### config.mk
export PLATFORM = sky130hd
export DESIGN_NAME = lock_table_with_waiters
export DESIGN_NICKNAME = d
export VERILOG_FILES = /design/src/ltw_pkg.sv /design/src/lock_table_with_waiters.sv /design/src/ltw_ctrl.sv /design/src/ltw_dp.sv
export SDC_FILE = /design/constraint.sdc
export NUM_CORES = 2
export LEC_CHECK = 0
export ABC_AREA = 1
export ABC_CLOCK_PERIOD_IN_PS = 11100
export BUFFER_PORTS_ARGS = -buffer_cell sky130_fd_sc_hd__buf_2
export CAP_MARGIN = 10
export CELL_PAD_IN_SITES_DETAIL_PLACEMENT = 2
export CELL_PAD_IN_SITES_GLOBAL_PLACEMENT = 2
export CORE_MARGIN = 4
export CORE_UTILIZATION = 42
export CTS_BUF_LIST = sky130_fd_sc_hd__clkbuf_4 sky130_fd_sc_hd__clkbuf_8
export DETAILED_ROUTE_END_ITERATION = 12
export PLACE_DENSITY = 0.85
export SYNTH_ARGS = -nofsm -noshare
export SYNTH_HDL_FRONTEND = slang
export SYNTH_SLANG_ARGS = --single-unit
### constraint.sdc
create_clock -name clk -period 11.1 [get_ports clk]
set_clock_uncertainty 0.2 [all_clocks]
set_input_delay 1.11 -clock clk [delete_from_list [all_inputs] [get_ports clk]]
set_output_delay 1.11 -clock clk [all_outputs]
set_load 0.01 [all_outputs]
### src/ltw_pkg.sv
package ltw_pkg;

  localparam int NUM_LOCKS   = 64;
  localparam int NUM_CLIENTS = 16;
  localparam int LOCK_W      = 6;
  localparam int CLIENT_W    = 4;

  localparam logic ACT_ACQUIRE = 1'b0;
  localparam logic ACT_RELEASE = 1'b1;

  localparam logic ST_OK    = 1'b0;
  localparam logic ST_RETRY = 1'b1;

  typedef enum logic [1:0] {
    MSG_NONE   = 2'd0,
    MSG_REVOKE = 2'd1,
    MSG_RETRY  = 2'd2
  } msg_t;

  typedef struct packed {
    logic                action;
    logic [LOCK_W-1:0]   lock_index;
    logic [CLIENT_W-1:0] client;
  } req_t;

  typedef struct packed {
    logic                status;
    msg_t                message;
    logic [CLIENT_W-1:0] target;
  } rsp_t;

  typedef struct packed {
    logic                   locked;
    logic                   holder_valid;
    logic [CLIENT_W-1:0]    holder;
    logic                   retry_valid;
    logic [CLIENT_W-1:0]    retry;
    logic [NUM_CLIENTS-1:0] waiters;
  } entry_t;

  // commands from the controller to the datapath
  typedef struct packed {
    logic capture;
    logic exec;
  } cmd_t;

  function automatic logic [CLIENT_W-1:0] lowest_waiter(input logic [NUM_CLIENTS-1:0] w);
    logic [CLIENT_W-1:0] r;
    r = '0;
    for (int i = NUM_CLIENTS - 1; i >= 0; i--) begin
      if (w[i]) r = CLIENT_W'(i);
    end
    return r;
  endfunction

endpackage

### src/lock_table_with_waiters.sv
// lock manager over a table of 64 locks, each with a holder, a designated
// retry client and a set of waiting clients (16 clients). a request item is an
// acquire or a release of one lock by one client; every request gives exactly
// one response item: status ok or retry, plus an optional message (revoke to
// the holder, or retry to the designated waiter) and its target client.
// responses come back in request order. each request has a read step, which
// reads the lock entry from the table memory (registered read), then an update
// step, which updates it, writes it back and loads the response register; the
// next request is taken in the following cycle, so a new request is not taken
// before the last one is updated. a response waiting in its register does not
// block the next request from being read; only its update waits for the
// register to empty. after reset every lock reads as unlocked with no holder
// and no waiters, with no clearing pass. indexes or clients out of range
// change nothing and answer retry with no message.
module lock_table_with_waiters
  import ltw_pkg::*;
(
  input  logic clk,
  input  logic rst,
  input  logic req_valid,
  output logic req_stall,
  input  req_t req,
  output logic rsp_valid,
  input  logic rsp_stall,
  output rsp_t rsp
);

  // command bundle from the sequencer to the table datapath
  cmd_t cmd;

  // sequencer: request handshake, read then update step, response register valid
  ltw_ctrl u_ctrl (
    .clk       (clk),
    .rst       (rst),
    .req_valid (req_valid),
    .req_stall (req_stall),
    .rsp_valid (rsp_valid),
    .rsp_stall (rsp_stall),
    .cmd       (cmd)
  );

  // datapath: lock table memory, entry update logic, response register
  ltw_dp u_dp (
    .clk (clk),
    .rst (rst),
    .cmd (cmd),
    .req (req),
    .rsp (rsp)
  );

endmodule

### src/ltw_ctrl.sv
module ltw_ctrl
  import ltw_pkg::*;
(
  input  logic clk,
  input  logic rst,
  input  logic req_valid,
  output logic req_stall,
  output logic rsp_valid,
  input  logic rsp_stall,
  output cmd_t cmd
);

  typedef enum logic [1:0] {
    S_IDLE = 2'b01,
    S_EXEC = 2'b10
  } state_t;

  state_t state, state_next;
  logic   out_full, out_full_next;
  logic   take;

  assign take      = out_full && !rsp_stall;
  assign rsp_valid = out_full;

  always_comb begin
    state_next    = state;
    out_full_next = out_full && !take;
    cmd           = '0;
    req_stall     = 1'b1;
    unique case (state)
      S_IDLE: begin
        // no request is taken while reset is held
        req_stall = rst;
        if (req_valid && !rst) begin
          cmd.capture = 1'b1;
          state_next  = S_EXEC;
        end
      end
      S_EXEC: begin
        // result register must be free or emptied this cycle
        if (!out_full || take) begin
          cmd.exec      = 1'b1;
          out_full_next = 1'b1;
          state_next    = S_IDLE;
        end
      end
      default: state_next = S_IDLE;
    endcase
  end

  always_ff @(posedge clk) begin
    if (rst) begin
      state    <= S_IDLE;
      out_full <= 1'b0;
    end else begin
      state    <= state_next;
      out_full <= out_full_next;
    end
  end

endmodule

### src/ltw_dp.sv
module ltw_dp
  import ltw_pkg::*;
(
  input  logic clk,
  input  logic rst,
  input  cmd_t cmd,
  input  req_t req,
  output rsp_t rsp
);

  entry_t                mem [NUM_LOCKS];
  logic [NUM_LOCKS-1:0]  vld;
  req_t                  cur;
  entry_t                rd_entry;
  logic                  rd_vld;

  entry_t                e, nxt;
  rsp_t                  res;
  logic                  in_range;
  logic [NUM_CLIENTS-1:0] bit_c;
  logic [NUM_CLIENTS-1:0] left;

  always_ff @(posedge clk) begin
    if (cmd.capture) begin
      cur      <= req;
      rd_entry <= mem[req.lock_index];
      rd_vld   <= vld[req.lock_index];
    end
    if (cmd.exec && in_range) mem[cur.lock_index] <= nxt;
    if (cmd.exec) rsp <= res;
  end

  // entries never written read as unlocked and empty
  always_ff @(posedge clk) begin
    if (rst) begin
      vld <= '0;
    end else if (cmd.exec && in_range) begin
      vld[cur.lock_index] <= 1'b1;
    end
  end

  assign in_range = ({1'b0, cur.lock_index} < (LOCK_W + 1)'(NUM_LOCKS)) &&
                    ({1'b0, cur.client} < (CLIENT_W + 1)'(NUM_CLIENTS));

  always_comb begin
    e     = rd_vld ? rd_entry : '0;
    nxt   = e;
    bit_c = NUM_CLIENTS'(1) << cur.client;
    left  = e.waiters & ~bit_c;
    res   = '{status: ST_OK, message: MSG_NONE, target: '0};
    if (!in_range) begin
      res.status = ST_RETRY;
    end else if (cur.action == ACT_RELEASE) begin
      nxt.holder_valid = 1'b0;
      nxt.holder       = '0;
      if (e.waiters == '0) begin
        nxt.locked = 1'b0;
      end else if (e.retry_valid) begin
        res.message = MSG_RETRY;
        res.target  = e.retry;
      end
    end else if (!e.locked) begin
      nxt.locked       = 1'b1;
      nxt.holder_valid = 1'b1;
      nxt.holder       = cur.client;
    end else if (e.waiters == '0) begin
      nxt.waiters     = bit_c;
      nxt.retry_valid = 1'b1;
      nxt.retry       = cur.client;
      res.status      = ST_RETRY;
      if (e.holder_valid) begin
        res.message = MSG_REVOKE;
        res.target  = e.holder;
      end
    end else if (!(e.retry_valid && e.waiters[e.retry])) begin
      nxt.waiters = e.waiters | bit_c;
      res.status  = ST_RETRY;
      if (e.holder_valid) begin
        res.message = MSG_REVOKE;
        res.target  = e.holder;
      end
    end else if (e.retry == cur.client) begin
      nxt.holder_valid = 1'b1;
      nxt.holder       = cur.client;
      nxt.waiters      = left;
      if (left == '0) begin
        nxt.retry_valid = 1'b0;
        nxt.retry       = '0;
      end else begin
        nxt.retry   = lowest_waiter(left);
        res.message = MSG_REVOKE;
        res.target  = cur.client;
      end
    end else begin
      nxt.waiters = e.waiters | bit_c;
      res.status  = ST_RETRY;
    end
  end

endmodule

# ---- Word-level counts from Yosys, hierarchy flattened
# Memory sizes are Yosys's and may differ from the RTL's. A register that Yosys moved wholly into a read port is not among the register bits.
# Index checks and enable logic that the tools add are counted.
dict set report word_totals {
  register_bits 86
  ram_bits 1728
  inputBits 15
  output_inout_bits 9
  wordCells 98
  n_memories 1
}
dict set report classes {
  order_cmp 4
  n_eq_ne 5
  shifts 1
  muxes 58
  bitwise 5
  reduce_logical 14
}
# memory depth width read_ports rd_ports_with_merged_regs write_ports line_no
set mem_list {}
lappend mem_list {u_dp.mem 64 27 1 1 1 ltw_dp.sv:11} ;# entry_t mem [NUM_LOCKS];
# operator count
set op_table {}
lappend op_table {{4-bit 2-to-1 mux} 17}
lappend op_table {{64-bit OR} 1}
lappend op_table {{21-bit 2-to-1 mux} 3}
lappend op_table {{16-bit logical NOT} 2}
lappend op_table {{16-bit 2-to-1 mux} 2}
lappend op_table {{6-bit 2-to-1 mux} 5}
lappend op_table {{27-bit 2-to-1 mux} 1}
lappend op_table {{5-bit 2-to-1 mux} 5}
lappend op_table {{10-bit 2-to-1 mux} 2}
lappend op_table {{16-bit bitwise AND} 1}
lappend op_table {{16-bit inverter} 1}
lappend op_table {{16-bit OR} 1}
lappend op_table {{1-bit by 4-bit << shifter with 16-bit output, first input constant} 1}
lappend op_table {{1-bit 2-to-1 mux} 15}
lappend op_table {{6-bit by 7-bit less-than comparator with 1-bit output, second input constant} 2}
lappend op_table {{7-bit 2-to-1 mux} 2}
lappend op_table {{1-bit binary-select mux with 6-bit select} 1}
lappend op_table {{1-bit demux with 6-bit select} 1}
lappend op_table {{6-bit by 1-bit >= comparator with 1-bit output, second input constant} 1}
lappend op_table {{1-bit logical AND} 5}
lappend op_table {{4-bit by 5-bit less-than comparator with 1-bit output, second input constant} 1}
lappend op_table {{1-bit binary-select mux with 4-bit select} 1}
lappend op_table {{4-bit equality test} 1}
lappend op_table {{1-bit logical NOT} 4}
lappend op_table {{other kinds (9)} 11}

# ---- Depth between registers and ports, before layout
dict set report logic_depth {
  depth_word 25
  ltp_mapped 20
  mapped_depth_nobuf 19
}

# ---- By module
# Synthesis repeated with hierarchy kept, for this count alone.
dict set report unflattened {
  hier_cells 5672
  hier_area_um2 72962.5
}
# module instances cells_per_inst area_per_inst_um2 seq_area_each_um2
set by_module_without_submodules {}
lappend by_module_without_submodules {ltw_dp 1 5649 72813.6 54552.3}
lappend by_module_without_submodules {ltw_ctrl 1 23 148.9 60.1}

# ---- Worst setup path after synthesis
# Ideal clock, no wire load.
dict set report synth_path {
  path_type {register to register}
  startpoint {reg u_dp.rd_vld}
  endpoint {mem u_dp.mem[0][11] (netlist bit) (data pin)}
  setup_ns 0.702
  arrival_time_ns 3.966
  required_ns 10.198
  slack_ns 6.232
  path_stages_with_launch 10
  n_path_buf 3
  synth_period_minus_slack_ns 4.868
  path_cell_list {edfxtp_1 buf_6 buf_6 buf_2 nand2_1 nor2_2 inv_2 nor2_2 inv_2 o21ai_0}
}
# element line_no
set synth_lines {}
lappend synth_lines {{start, declared} ltw_dp.sv:15} ;# logic rd_vld;
lappend synth_lines {{start signal, assigned} ltw_dp.sv:27} ;# rd_vld <= vld[req.lock_index];
lappend synth_lines {{end, declared} ltw_dp.sv:11}

==> results.yml <==
sta:
  setup_viol: 0
  worstMarginPinSlew_ns: 1.489
  grt_setup_unrepaired: "no"
  fin_tns_setup_ns: 0
  fin_crit_sh: 0.5288
  period_needed_ns: 5.870
  max_freq_ghz: 0.1704
  slew_headroom: 0.007389
  timing.hold.ws_ns: 0.1085
  drv_slew: 0
  finalHoldViolCount: 0
  setup_slack_ns: 5.230
logic_synthesis:
  synth_top_flop_cell: "edfxtp_1"
  yosys_warnings: 0
  avgSynthCellArea_um2: 12.83
  seq_area_frac_synth: 0.7499
  synth_area_um2: 72820
  synth.net_count: 5691
  syn_inst: 5676
  synth_area_leaders: "edfxtp_1 73%, o21ai_0 7.1%, nor2_1 7.1%, o22ai_1 4.1%, dfxtp_1 1.8%"
  synth_top_area_frac: 0.7315
  ys_types: 45
  async_reset_ff_frac: 0
  synth_edf_count: 1774
  yosys_register_bits: 1841
  synth_top_area_cell: "edfxtp_1"
critical_path:
  start_kind: "register"
  path_cells: "buf_4, nand2_1, nor2_2, inv_2, nor2_2, inv_2, o221ai_4, buf_4"
  path_class: "reg2reg"
  crit_buf_inv: 4
  slowest_delay_ns: 1.20
  critical_path.top_delay_family: "buffers and inverters"
  crit_fanout: 36
  crit_arrival_ns: 6.45
  endpoint_kind: "register"
  slowest_stage: "o221ai_4"
  crit_required_ns: 11.68
placement:
  preCtsSetupSlack_ns: 5.335
  port_buffers: 23
  gp_congestion: 0.8900
  hpwlAfterDp_mm: 166.2
cts:
  clk_pin_slew_worst_paths_ns: 0.08
  htreeDepth: 5
  cts_tree: "built"
  clock_latency_ns: 1.12
  cts_resized: 0
  post_cts_buffers: 0
  cts_made_buffers: 310
  postCtsHoldBufs: 5
  clk_path_buf_depth: 4
  cts_root_buf: "clkbuf_8"
  clock-sinks: 1841
grt:
  grt_use_total: 0.3736
  grt_pass1_vias: 61300
  grt_pass1_wl_mm: 479.8
  antenna_found_initial: 36
  grt_max_degree: 182
  overflow: 0
routing:
  num_vias: 58270
  antenna_left: 0
  drt-pass1-iter-count: 8
  drt_wl_total_mm: 345.1
  post_drt_wl_per_cell_um: 41.59
  via_per_inst: 7.022
  drtIter0Drc: 10160
  drc: 0
outcome:
  run_status: "finished clean"
min_path:
  worstHoldPathType: "in2reg"
cells_and_area:
  drive_above_1_share: 0.1271
  area_delta_synth_final_pct: 12.76
  nFillCells: 16470
  layout.nets: 5772
run:
  cap_violations: 0
floorplanning:
  start_util: 0.4236
  die_h_um: 424.4
  die_w_um: 424.4
  rows: 152
  dieArea_um2: 180100
  core_area_um2: 171900
  io-pin-count: 24
power_and_ir_drop:
  power.density_nw_per_um2: 184.6
  ir_drop_v: 0.0001245
  cellLeakagePower_nw: 26.32
==> flip-flops by register name, indices dropped and copies added, names as in the netlist <==
signal / cells
u_ctrl.state: 2
u_dp.mem: 1728
u_dp.vld: 64
u_dp.rsp: 7
u_dp.rd_vld: 1
u_ctrl.rsp_valid: 1
u_dp.cur: 11
u_dp.rd_entry: 27
==> Yosys cell counts, types with 2 or more instances <==
cell type	instances
a21oi_1	12
a31oi_1	6
buf_1	6
buf_2	116
buf_4	13
buf_6	8
clkbuf_1	265
clkinv_1	5
dfxtp_1	67
edfxtp_1	1774
inv_1	60
inv_2	10
nand2_1	102
nand2_2	3
nand3_1	45
nand3_2	2
nand4_1	10
nor2_1	1379
nor2_2	2
nor2_4	2
nor3_1	11
nor3_2	6
o211ai_1	37
o21ai_0	1035
o21ai_1	110
o21bai_1	4
o221a_2	2
o221ai_1	64
o22ai_1	477
o311ai_1	4
o31ai_1	3
o32ai_1	22
xor2_1	2
==> power by group <==
| part | total (mW) | internal (mW) | switching [mW] | leakage [nW] |
|---|---|---|---|---|
| logic | 1.11 | 0.208 | 0.904 | 6.29 |
| registers | 7.68 | 7.65 | 0.0220 | 16.9 |
| clock network | 6.37 | 3.16 | 3.21 | 3.09 |
==> through the flow <==
| stage | power (mW) | util | instance area (µm²) | cells |
|---|---|---|---|---|
| finish | 15.16 | 0.4776 | 82110 | 8299 |
| global route | 15.45 | 0.4774 | 82070 | 8281 |
| CTS | 15.03 | 0.4767 | 81950 | 8270 |
| detailed placement | 8.792 | 0.4425 | 76080 | 7740 |
| global placement | 8.682 | 0.4425 | 76080 | 7740 |
| floorplan | 8.344 | - | 72820 | 5676 |
==> cell usage in the layout (no fill, tap or decap), drive strengths merged <==
| cell type | n |
|---|---|
| a2111oi | 1 |
| a211oi | 1 |
| a21oi | 13 |
| a22oi | 1 |
| a31oi | 6 |
| a41oi | 1 |
| buf | 170 |
| bufinv | 5 |
| clkbuf | 421 |
| clkinv | 99 |
| clkinvlp | 4 |
| dfxtp | 67 |
| diode | 19 |
| dlygate4sd3 | 5 |
| edfxtp | 1774 |
| inv | 75 |
| nand2 | 107 |
| nand3 | 48 |
| nand4 | 10 |
| nor2 | 1383 |
| nor3 | 17 |
| nor4 | 2 |
| o211ai | 37 |
| o21ai | 1145 |
| o21bai | 4 |
| o221a | 2 |
| o221ai | 64 |
| o22ai | 477 |
| o311ai | 4 |
| o31ai | 3 |
| o32ai | 22 |
| xor2 | 2 |
==> worst paths after layout <==
path | startpoint | endpoint | slack (ns) | depth (start not counted)
setup reg to reg | u_dp.rd_vld | u_dp.mem[6][1] | 5.23 | 8
hold / removal | rsp_stall | u_ctrl.rsp_valid | 0.11 | 3
setup / recovery | u_dp.rd_vld | u_dp.mem[6][1] | 5.23 | 8
hold reg to reg | u_dp.vld[34] | u_dp.vld[34] | 0.28 | 2
==> worst reg2reg max path, delay by kind of cell, from the launching register on <==
family	cells	cell delay, ns
AOI/OAI and AO/OA	1	1.21
buffers and inverters	4	1.89
DFF	1	0.35
and+or+nand+nor	3	1.89
==> cells by family (layout without fill, tap and decap cells) <==
kind of cell / after synthesis / in the layout / share of synthesized area
AO/OA/AOI/OAI: 1781 / 1781 / 0.1374
XOR/XNOR: 2 / 2 / 0.0002406
buffers and inverters: 485 / 779 / 0.02859
flip-flops: 1841 / 1841 / 0.7499
other: 0 / 19 / 0
AND/OR/NAND/NOR: 1567 / 1567 / 0.08381
==> area by class of cell <==
cell class	count	area (µm²)	share of cell area
antenna	19	47.55	0.0005790
clock buffer	419	5229	0.06368
clock inverter	106	590.6	0.007192
inverter	77	324.1	0.003946
multi-input combinational	3350	16960	0.2065
sequential	1841	54610	0.6651
tap	2310	2890	0.03520
timing repair buffer	177	1461	0.01780
==> per-layer routing <==
metal	vias to the layer above	part of all wire	track usage
met4	28	0.085	0.2797
met1	29690	0.34	0.4393
li1	21360	-	-
met3	1704	0.12	0.1156
met5	-	0.00070	0.002419
met2	5494	0.45	0.5770
Note: power is estimated with default switching activity, not from simulation.
